`src/sslc_pkg.sv`:
```
// ----------------------------------------------------------------------------
// sslc_pkg
// Shared types, opcode defaults, command codes and the hex segment table of
// the seven-segment link controller.
// ----------------------------------------------------------------------------
package sslc_pkg;

  // command codes
  localparam logic [1:0] CMD_INIT     = 2'd0;
  localparam logic [1:0] CMD_SET_DISP = 2'd1;
  localparam logic [1:0] CMD_READ_BTN = 2'd2;
  localparam logic [1:0] CMD_PACKET   = 2'd3;

  // result kinds
  localparam logic KIND_TX  = 1'b0;
  localparam logic KIND_BTN = 1'b1;

  // configuration register indexes
  localparam int CFG_IDX_W = 3;
  localparam logic [CFG_IDX_W-1:0] REG_LED_SET      = 3'd0;
  localparam logic [CFG_IDX_W-1:0] REG_LED_USER     = 3'd1;
  localparam logic [CFG_IDX_W-1:0] REG_BUTTONS_ON   = 3'd2;
  localparam logic [CFG_IDX_W-1:0] REG_BUTTON_EVENT = 3'd3;
  localparam logic [CFG_IDX_W-1:0] REG_ACKNOWLEDGE  = 3'd4;
  localparam logic [CFG_IDX_W-1:0] REG_DEVICE_RESET = 3'd5;

  // opcode reset values
  localparam logic [7:0] RST_LED_SET      = 8'd6;
  localparam logic [7:0] RST_LED_USER     = 8'd17;
  localparam logic [7:0] RST_BUTTONS_ON   = 8'd3;
  localparam logic [7:0] RST_BUTTON_EVENT = 8'd65;
  localparam logic [7:0] RST_ACKNOWLEDGE  = 8'd64;
  localparam logic [7:0] RST_DEVICE_RESET = 8'd66;

  localparam logic [31:0] CLEAR_DISPLAY_WORD = 32'h000F_0000;
  localparam logic [7:0]  BLANK_MASK         = 8'h0F;

  // run buffer sizing
  localparam int RUN_MAX   = 14;
  localparam int RUN_CNT_W = 4;

  // hex digit to segment pattern, entry 0 at the right
  localparam logic [15:0][7:0] SEG_TABLE = {
    8'hE8, 8'hE9, 8'h4F, 8'hE1, 8'h6D, 8'hEE, 8'hAE, 8'hEF,
    8'h86, 8'hED, 8'hAD, 8'h2E, 8'h8F, 8'hCB, 8'h06, 8'hE7
  };

  typedef struct packed {
    logic [1:0]  cmd;
    logic [31:0] display_word;
    logic [7:0]  packet_opcode;
    logic [7:0]  packet_low;
    logic [7:0]  packet_high;
  } sslc_in_t;

  typedef struct packed {
    logic       result_kind;
    logic [7:0] data_byte;
    logic       last_of_run;
    logic       reset_pending;
  } sslc_out_t;

  typedef struct packed {
    logic [7:0] led_set;
    logic [7:0] led_user;
    logic [7:0] buttons_on;
    logic [7:0] button_event;
    logic [7:0] acknowledge;
    logic [7:0] device_reset;
  } sslc_ops_t;

  typedef struct packed {
    logic [RUN_MAX-1:0][7:0] bytes;
    logic [RUN_CNT_W-1:0]    len;
    logic                    kind;
    logic                    rp;
  } sslc_run_t;

endpackage

```
`src/sslc_cfg_regs.sv`:
```
// ----------------------------------------------------------------------------
// sslc_cfg_regs
// Opcode register file written through the configuration channel.
// ----------------------------------------------------------------------------
module sslc_cfg_regs (
  input  logic                              clk,
  input  logic                              rst,
  input  logic                              wr_en,
  input  logic [sslc_pkg::CFG_IDX_W-1:0]    wr_index,
  input  logic [7:0]                        wr_data,
  output sslc_pkg::sslc_ops_t               ops
);
  import sslc_pkg::*;

  // register writes, indexes past the list are dropped
  always_ff @(posedge clk) begin
    if (rst) begin
      ops.led_set      <= RST_LED_SET;
      ops.led_user     <= RST_LED_USER;
      ops.buttons_on   <= RST_BUTTONS_ON;
      ops.button_event <= RST_BUTTON_EVENT;
      ops.acknowledge  <= RST_ACKNOWLEDGE;
      ops.device_reset <= RST_DEVICE_RESET;
    end else if (wr_en) begin
      unique case (wr_index)
        REG_LED_SET:      ops.led_set      <= wr_data;
        REG_LED_USER:     ops.led_user     <= wr_data;
        REG_BUTTONS_ON:   ops.buttons_on   <= wr_data;
        REG_BUTTON_EVENT: ops.button_event <= wr_data;
        REG_ACKNOWLEDGE:  ops.acknowledge  <= wr_data;
        REG_DEVICE_RESET: ops.device_reset <= wr_data;
        default: ;
      endcase
    end
  end

endmodule

```
`src/sslc_frame_build.sv`:
```
// ----------------------------------------------------------------------------
// sslc_frame_build
// Holds button, display and reset-pending state and composes the byte run
// for one accepted command.
// ----------------------------------------------------------------------------
module sslc_frame_build (
  input  logic                  clk,
  input  logic                  rst,
  input  logic                  accept,
  input  sslc_pkg::sslc_in_t    item,
  input  sslc_pkg::sslc_ops_t   ops,
  output sslc_pkg::sslc_run_t   run
);
  import sslc_pkg::*;

  logic [7:0]  button_state;
  logic [7:0]  button_state_next;
  logic [31:0] saved_display;
  logic [31:0] saved_display_next;
  logic        reset_flag;
  logic        reset_flag_next;

  logic        is_btn_evt;
  logic        is_ack;
  logic        is_dev_rst;
  logic [31:0] word;
  logic [3:0]  digits;
  logic [3:0]  decs;
  logic [15:0] val;
  logic [3:0][7:0]  segs;
  logic [2:0]       seg_cnt;
  logic [11:0][7:0] frame;
  logic [7:0]       seg_byte;

  // packet decode, button event wins over acknowledge over device reset
  always_comb begin
    is_btn_evt = (item.cmd == CMD_PACKET) && (item.packet_opcode == ops.button_event);
    is_ack     = (item.cmd == CMD_PACKET) && !is_btn_evt
                 && (item.packet_opcode == ops.acknowledge);
    is_dev_rst = (item.cmd == CMD_PACKET) && !is_btn_evt && !is_ack
                 && (item.packet_opcode == ops.device_reset);
  end

  // display word source: replay the saved word on a device reset
  assign word   = is_dev_rst ? saved_display : item.display_word;
  assign val    = word[15:0];
  assign digits = word[19:16];
  assign decs   = word[27:24];

  // pack the segment bytes of the enabled digits, lowest digit first
  always_comb begin
    segs     = '0;
    seg_cnt  = '0;
    seg_byte = '0;
    for (int i = 0; i < 4; i++) begin
      seg_byte = SEG_TABLE[val[4*i +: 4]] | {3'b000, decs[i], 4'b0000};
      if (digits[i]) begin
        segs[seg_cnt[1:0]] = seg_byte;
        seg_cnt            = seg_cnt + 3'd1;
      end
    end
  end

  // blank frame followed by the segment frame
  always_comb begin
    frame     = '0;
    frame[0]  = ops.led_set;
    frame[1]  = BLANK_MASK;
    frame[6]  = ops.led_set;
    frame[7]  = {4'b0000, digits};
    for (int k = 0; k < 4; k++) begin
      frame[8+k] = segs[k];
    end
  end

  // next state
  always_comb begin
    button_state_next  = button_state;
    saved_display_next = saved_display;
    reset_flag_next    = reset_flag;
    priority if (item.cmd == CMD_INIT) begin
      button_state_next  = '0;
      saved_display_next = CLEAR_DISPLAY_WORD;
    end else if (item.cmd == CMD_SET_DISP) begin
      saved_display_next = item.display_word;
    end else if (is_btn_evt) begin
      button_state_next  = {item.packet_high[3:0], item.packet_low[3:0]};
    end else if (is_ack) begin
      reset_flag_next    = 1'b0;
    end else if (is_dev_rst) begin
      reset_flag_next    = 1'b1;
    end else begin
      // button reads and unknown packets keep the state
      reset_flag_next    = reset_flag;
    end
  end

  always_ff @(posedge clk) begin
    if (rst) begin
      button_state  <= '0;
      saved_display <= CLEAR_DISPLAY_WORD;
      reset_flag    <= 1'b0;
    end else if (accept) begin
      button_state  <= button_state_next;
      saved_display <= saved_display_next;
      reset_flag    <= reset_flag_next;
    end
  end

  // run composition, mode prefix shifts the frame by two bytes
  always_comb begin
    run       = '0;
    run.kind  = KIND_TX;
    run.rp    = reset_flag_next;
    if (item.cmd == CMD_READ_BTN) begin
      run.kind     = KIND_BTN;
      run.bytes[0] = button_state;
      run.len      = RUN_CNT_W'(1);
    end else if ((item.cmd == CMD_INIT) || is_dev_rst) begin
      run.bytes[0] = ops.led_user;
      run.bytes[1] = ops.buttons_on;
      for (int k = 0; k < 12; k++) begin
        run.bytes[k+2] = frame[k];
      end
      run.len = (item.cmd == CMD_INIT) ? RUN_CNT_W'(8)
                                       : RUN_CNT_W'(10) + RUN_CNT_W'(seg_cnt);
    end else if (item.cmd == CMD_SET_DISP) begin
      for (int k = 0; k < 12; k++) begin
        run.bytes[k] = frame[k];
      end
      run.len = RUN_CNT_W'(8) + RUN_CNT_W'(seg_cnt);
    end
  end

endmodule

```
`src/sslc_run_out.sv`:
```
// ----------------------------------------------------------------------------
// sslc_run_out
// Run buffer and result register: shifts one byte of the held run into the
// result register per cycle while downstream takes them.
// ----------------------------------------------------------------------------
module sslc_run_out (
  input  logic                  clk,
  input  logic                  rst,
  input  logic                  load,
  input  sslc_pkg::sslc_run_t   run_in,
  output logic                  run_free,
  output logic                  res_valid,
  input  logic                  res_stall,
  output sslc_pkg::sslc_out_t   res_data
);
  import sslc_pkg::*;

  logic                 run_valid;
  sslc_run_t            run_buf;
  logic [RUN_CNT_W-1:0] idx;
  logic                 adv;
  logic                 last;

  // move the next byte whenever the result register is free or draining
  assign adv      = run_valid && (!res_valid || !res_stall);
  assign last     = (idx == (run_buf.len - RUN_CNT_W'(1)));
  assign run_free = !run_valid || (adv && last);

  // run buffer
  always_ff @(posedge clk) begin
    if (rst) begin
      run_valid <= 1'b0;
      idx       <= '0;
    end else if (load) begin
      run_valid <= 1'b1;
      idx       <= '0;
    end else if (adv && last) begin
      run_valid <= 1'b0;
    end else if (adv) begin
      idx       <= idx + RUN_CNT_W'(1);
    end
  end

  always_ff @(posedge clk) begin
    if (load) begin
      run_buf <= run_in;
    end
  end

  // result register
  always_ff @(posedge clk) begin
    if (rst) begin
      res_valid <= 1'b0;
    end else if (adv) begin
      res_valid <= 1'b1;
    end else if (!res_stall) begin
      res_valid <= 1'b0;
    end
  end

  always_ff @(posedge clk) begin
    if (adv) begin
      res_data.result_kind   <= run_buf.kind;
      res_data.data_byte     <= run_buf.bytes[idx];
      res_data.last_of_run   <= last;
      res_data.reset_pending <= run_buf.rp;
    end
  end

endmodule

```
`src/seven_segment_link_controller_core.sv`:
```
// The first result of a command passes through the run buffer, then the result register.
// Throughput: one result per cycle unless stalled; a command producing n results (1 to 14)
// fills the run buffer, and the next command transfers in the cycle its last byte moves out.
// Commands with no results (button event, acknowledge, unknown packet) do not load the run buffer.
// Reset: synchronous rst restores the opcode defaults, clears buttons and reset-pending, sets
// the saved display word to 0xF0000 and empties the run buffer and result register.
// ----------------------------------------------------------------------------
// seven_segment_link_controller_core
// Host side encoder for a serial keypad and four-digit seven-segment board.
// ----------------------------------------------------------------------------
module seven_segment_link_controller_core (
  input  logic                              clk,
  input  logic                              rst,
  input  logic                              cmd_valid,
  output logic                              cmd_stall,
  input  sslc_pkg::sslc_in_t                cmd_data,
  output logic                              res_valid,
  input  logic                              res_stall,
  output sslc_pkg::sslc_out_t               res_data,
  input  logic                              cfg_valid,
  output logic                              cfg_ready,
  input  logic [sslc_pkg::CFG_IDX_W-1:0]    cfg_index,
  input  logic [7:0]                        cfg_data
);
  import sslc_pkg::*;

  sslc_ops_t ops;
  sslc_run_t run;
  logic      cmd_accept;
  logic      run_free;

  // configuration writes are always taken
  assign cfg_ready = 1'b1;

  // a command transfers once the run buffer is free or frees this cycle
  assign cmd_stall  = !run_free;
  assign cmd_accept = cmd_valid && !cmd_stall;

  sslc_cfg_regs u_cfg (
    .clk      (clk),
    .rst      (rst),
    .wr_en    (cfg_valid && cfg_ready),
    .wr_index (cfg_index),
    .wr_data  (cfg_data),
    .ops      (ops)
  );

  sslc_frame_build u_build (
    .clk    (clk),
    .rst    (rst),
    .accept (cmd_accept),
    .item   (cmd_data),
    .ops    (ops),
    .run    (run)
  );

  sslc_run_out u_out (
    .clk       (clk),
    .rst       (rst),
    .load      (cmd_accept && (run.len != '0)),
    .run_in    (run),
    .run_free  (run_free),
    .res_valid (res_valid),
    .res_stall (res_stall),
    .res_data  (res_data)
  );

endmodule

```
`config.mk`:
```
export PLATFORM = sky130hd
export DESIGN_NAME = seven_segment_link_controller_core
export DESIGN_NICKNAME = d
export VERILOG_FILES = /design/src/sslc_pkg.sv /design/src/sslc_cfg_regs.sv /design/src/sslc_frame_build.sv /design/src/sslc_run_out.sv /design/src/seven_segment_link_controller_core.sv
export SDC_FILE = /design/constraint.sdc
export NUM_CORES = 1
export LEC_CHECK = 0
export ABC_AREA = 1
export BUFFER_PORTS_ARGS = -buffer_cell sky130_fd_sc_hd__clkbuf_2
export CAP_MARGIN = 30
export CORE_ASPECT_RATIO = 1.1
export CORE_MARGIN = 3
export CORE_UTILIZATION = 55
export DETAILED_ROUTE_END_ITERATION = 6
export PLACE_DENSITY = 0.83
export SYNTH_ARGS = -nofsm -noshare
export SYNTH_HDL_FRONTEND = slang
export SYNTH_SLANG_ARGS = --single-unit
```
`constraint.sdc`:
```
create_clock -name clk -period 5.55 [get_ports clk]
set_input_delay 0.555 -clock clk [delete_from_list [all_inputs] [get_ports clk]]
set_output_delay 0.555 -clock clk [all_outputs]
set_load 0.02 [all_outputs]
```
==> key figures <==
Status
  • Outcome: finished, final reports clean

Worst setup path
  • CP Launch Type: register
  • Arrival time worst endpoint: 5.05 ns
  • Worst Path Required: between 5 and 6 ns
  • FF-to-FF End: u_out.run_buf[28]$_SDFFCE_PP0P_
  • FF-to-FF Start: u_cfg.ops[22]$_SDFFE_PP1P_
  • Setup CP Type: reg2reg
  • Worst reg-to-reg setup slack: 0.60 ns
  • Crit-path max FO: 33
  • Crit. End Element: register
  • Reg2Reg Depth: 27

Clocking
  • Root Driver: clkbuf_16
  • Clock slew at reported path FFs: 0.08 ns
  • Sink Count: 189
  • H-tree depth: 4
  • CTS tree: done
  • Setup bufs post-CTS: 0
  • Worst skew pair latency: about 0.45 ns
  • CTS buffer count: 17
  • CTS Hold Bufs: 0
  • Cts repair resizes: 0
  • Maximum clock path buffer count: 2

Placed design
  • Port bufs: 70
  • RePlAce Congestion: a little under 1
  • Post-Place Cells: around 1.7k
  • Dpl hpwl: 19100 um
  • Pre-CTS setup slack: 0.289 ns

Power
  • Pwr Total: 3.41 mW
  • PwrDens: 291 nW/um^2
  • Max IR drop VDD: 231 uV
  • Leakage power: 5.15 nW

Yosys
  • Synth Instances: 1400
  • Mapped Area: 10600 sq um
  • Post-synth ARST share: 0%
  • Yosys reg bits: 189
  • Syn Nets: approximately 1.5k
  • EDFF count, synth: around 100
  • Synth top area share: 28.9%
  • Sequential area share after synthesis: 45.4%
  • Most frequent cells after synthesis: nand2_1 (344), inv_1 (172), nor2_1 (167)
  • Synth cell types: 50
  • Count leader, synth: nand2_1
  • Area leader, netlist: edfxtp_1
  • Prevailing post-synth register cell: edfxtp_1
  • Yosys warns: 0
  • Syn avg cell area: 7.57 sq um
  • Area contributors post-synth: edfxtp_1 (29%), dfxtp_1 (16%), nand2_1 (12%)

Global route
  • Gr usage total: around a quarter
  • Pin count of the biggest net entering global routing: 56
  • First-pass GRT wire length: roughly 43000 um
  • Total congestion overflow: 0
  • Vias in the first global route: 8475
  • Antenna violations before repair: 0

Final layout
  • Finished Layout Cells: 1708
  • N_diodes: 0
  • Share of cells above drive strength 1: a little under an eighth
  • Fin nets: 1553
  • Layout area overhead: 10.7%

Floorplan
  • Top-Level Pins: 88
  • Core area: ~19000 sq um
  • Die Area: around 21000 sq um
  • Die H: 152 um
  • Cell row count: 52
  • Die width: 138 um
  • Initial Util: 56.7%

Drt
  • Drt pass-1 iters: 6
  • Final ANT Viol Nets: 0
  • DR vias/cell: 5.57
  • DR DRC count: 0
  • DR WL/cell: 15.8 um
  • Drt initial violations: 1183
  • Routed via count: ~9.5k
  • Total Wirelength: 27100 um

Timing
  • Setup-failing EPs final: 0
  • Setup TNS: 0 ns
  • Tcrit/Tclk final: 89.2%
  • Hold Vio Cnt, Final: 0
  • RSZ-0062 raised after global routing: no
  • Clock Skews: ~0.016 ns
  • Min Tclk post-route: 4.95 ns
  • Hold Slack: 0.351 ns
  • Fmax: 202 MHz
  • Slew headroom: 36.2%
  • Final WS setup: 0.601 ns
  • Slew Viols, Final: 0
  • Least-Margin Pin Slew: 0.954 ns

Min path
  • Hold Path Depth: 3
  • Worst Hold Class: in2reg
  • Worst Hold Path EP: u_build.saved_display[17]$_SDFFE_PP1P_
  • Hold_sp: cmd_data[41]

Run
  • Max Cap Viol: 0
[worst max path at each step]
stage	from	to	depth (start not counted)
global placement	cmd_data[20]	u_out.run_buf[21]$_SDFFCE_PP0P_	27
floorplan	cmd_data[20]	u_out.run_buf[0]$_DFFE_PP_	26
detailed placement	cmd_data[20]	u_out.run_buf[21]$_SDFFCE_PP0P_	28
global route	u_cfg.ops[6]$_SDFFE_PP1P_	u_out.run_buf[28]$_SDFFCE_PP0P_	25
CTS	u_cfg.ops[22]$_SDFFE_PP1P_	u_out.run_buf[28]$_SDFFCE_PP0P_	27
finish	u_cfg.ops[22]$_SDFFE_PP1P_	u_out.run_buf[28]$_SDFFCE_PP0P_	27
[sequential cells by signal (all words and copies together) (netlist names)]
| register | cells |
|---|---|
| u_build.button_state | 8 |
| u_build.reset_flag | 1 |
| u_build.saved_display | 24 |
| u_cfg.ops | 48 |
| u_out.idx | 4 |
| u_out.res_data | 11 |
| u_out.res_valid | 1 |
| u_out.run_buf | 91 |
| u_out.run_valid | 1 |
[worst max-delay path, cell delays in order (launching register included)]
cell and delay, ns:
dfxtp_1 0.32, inv_1 0.08, nand2_1 0.05, nand2_1 0.05, nor2_1 0.05, nand2_1 0.11
nor2_1 0.07, nor2_2 0.23, nand2_4 0.19, o21ai_4 0.36, inv_1 0.27, ha_1 0.38
nand3_1 0.19, nand2_1 0.16, inv_1 0.11, ha_1 0.19, nand3_2 0.20, nand2_2 0.20
nand2_1 0.10, ha_1 0.20, nand2_1 0.06, o21ai_0 0.07, inv_1 0.10, nor2_1 0.05
nand3_1 0.06, nand2_1 0.14, clkinvlp_4 0.18, buf_4 0.40
[cells by family (layout without fill, tap and decap cells)]
logic type	Yosys count	in the layout	share of synthesized area [%]
compound gates	297	297	16.7
xor+xnor	13	13	1.07
fa+ha+maj	27	27	3.19
buf+inv	240	305	9.04
flops	189	189	45.4
mux	1	1	0.0945
other cells	1	1	0.0354
simple gates	632	632	24.5
[area by class of cell]
| type | count | area [sq um] |
|---|---|---|
| Sequential cell | 189 | 4800 |
| Clock inverter | 13 | 144 |
| Tap cell | 243 | 304 |
| Multi-Input combinational cell | 971 | 4830 |
| Fill cell | 1584 | 6940 |
| Timing Repair Buffer | 85 | 475 |
| Clock buffer | 19 | 454 |
| Inverter | 188 | 712 |
[power breakdown]
part           leakage, nW  internal [mW]  total (mW)  switching (mW)
sequential            1.69           1.59        1.62          0.0342
combinational         3.16          0.174       0.565           0.391
clock                0.294          0.629        1.23           0.596
total                 5.15           2.39        3.41            1.02
[layout by cell type, fill, tap and decap left out, types with 5 or more instances in the layout]
cell type,n
nand2_2,6
clkbuf_16,18
a211oi_1,8
a22oi_1,8
xnor2_1,8
dfxtp_1,87
a31oi_1,6
nor2_1,166
a21oi_1,66
edfxtp_1,102
nand2_1,344
nand3_1,93
o21ai_0,102
o22ai_1,17
buf_4,14
o21ai_2,14
o21ai_1,39
o21ai_4,6
ha_1,27
o21a_1,6
inv_1,171
clkbuf_2,70
inv_2,12
o211ai_1,14
xor2_1,5
[metrics by stage]
| stage | instance area [sq um] | utilization, % |
|---|---|---|
| final | 11700 | 62.8 |
| after detailed placement | 11100 | 59.6 |
| after global routing | 11700 | 62.8 |
| after CTS | 11700 | 62.8 |
| after floorplan | 10600 | - |
| after global placement | 11100 | 59.5 |
[metal layers]
metal  vias up  global-route usage [%]  part of all wire, %
met5         -                       0                    0
met4         0                    9.04                  2.6
met3        54                    4.30                  7.3
met2       449                    41.3                   47
met1      4316                    34.3                   43
li1       4701                       -                    -
No activity file was read; power rests on OpenSTA's default activity.
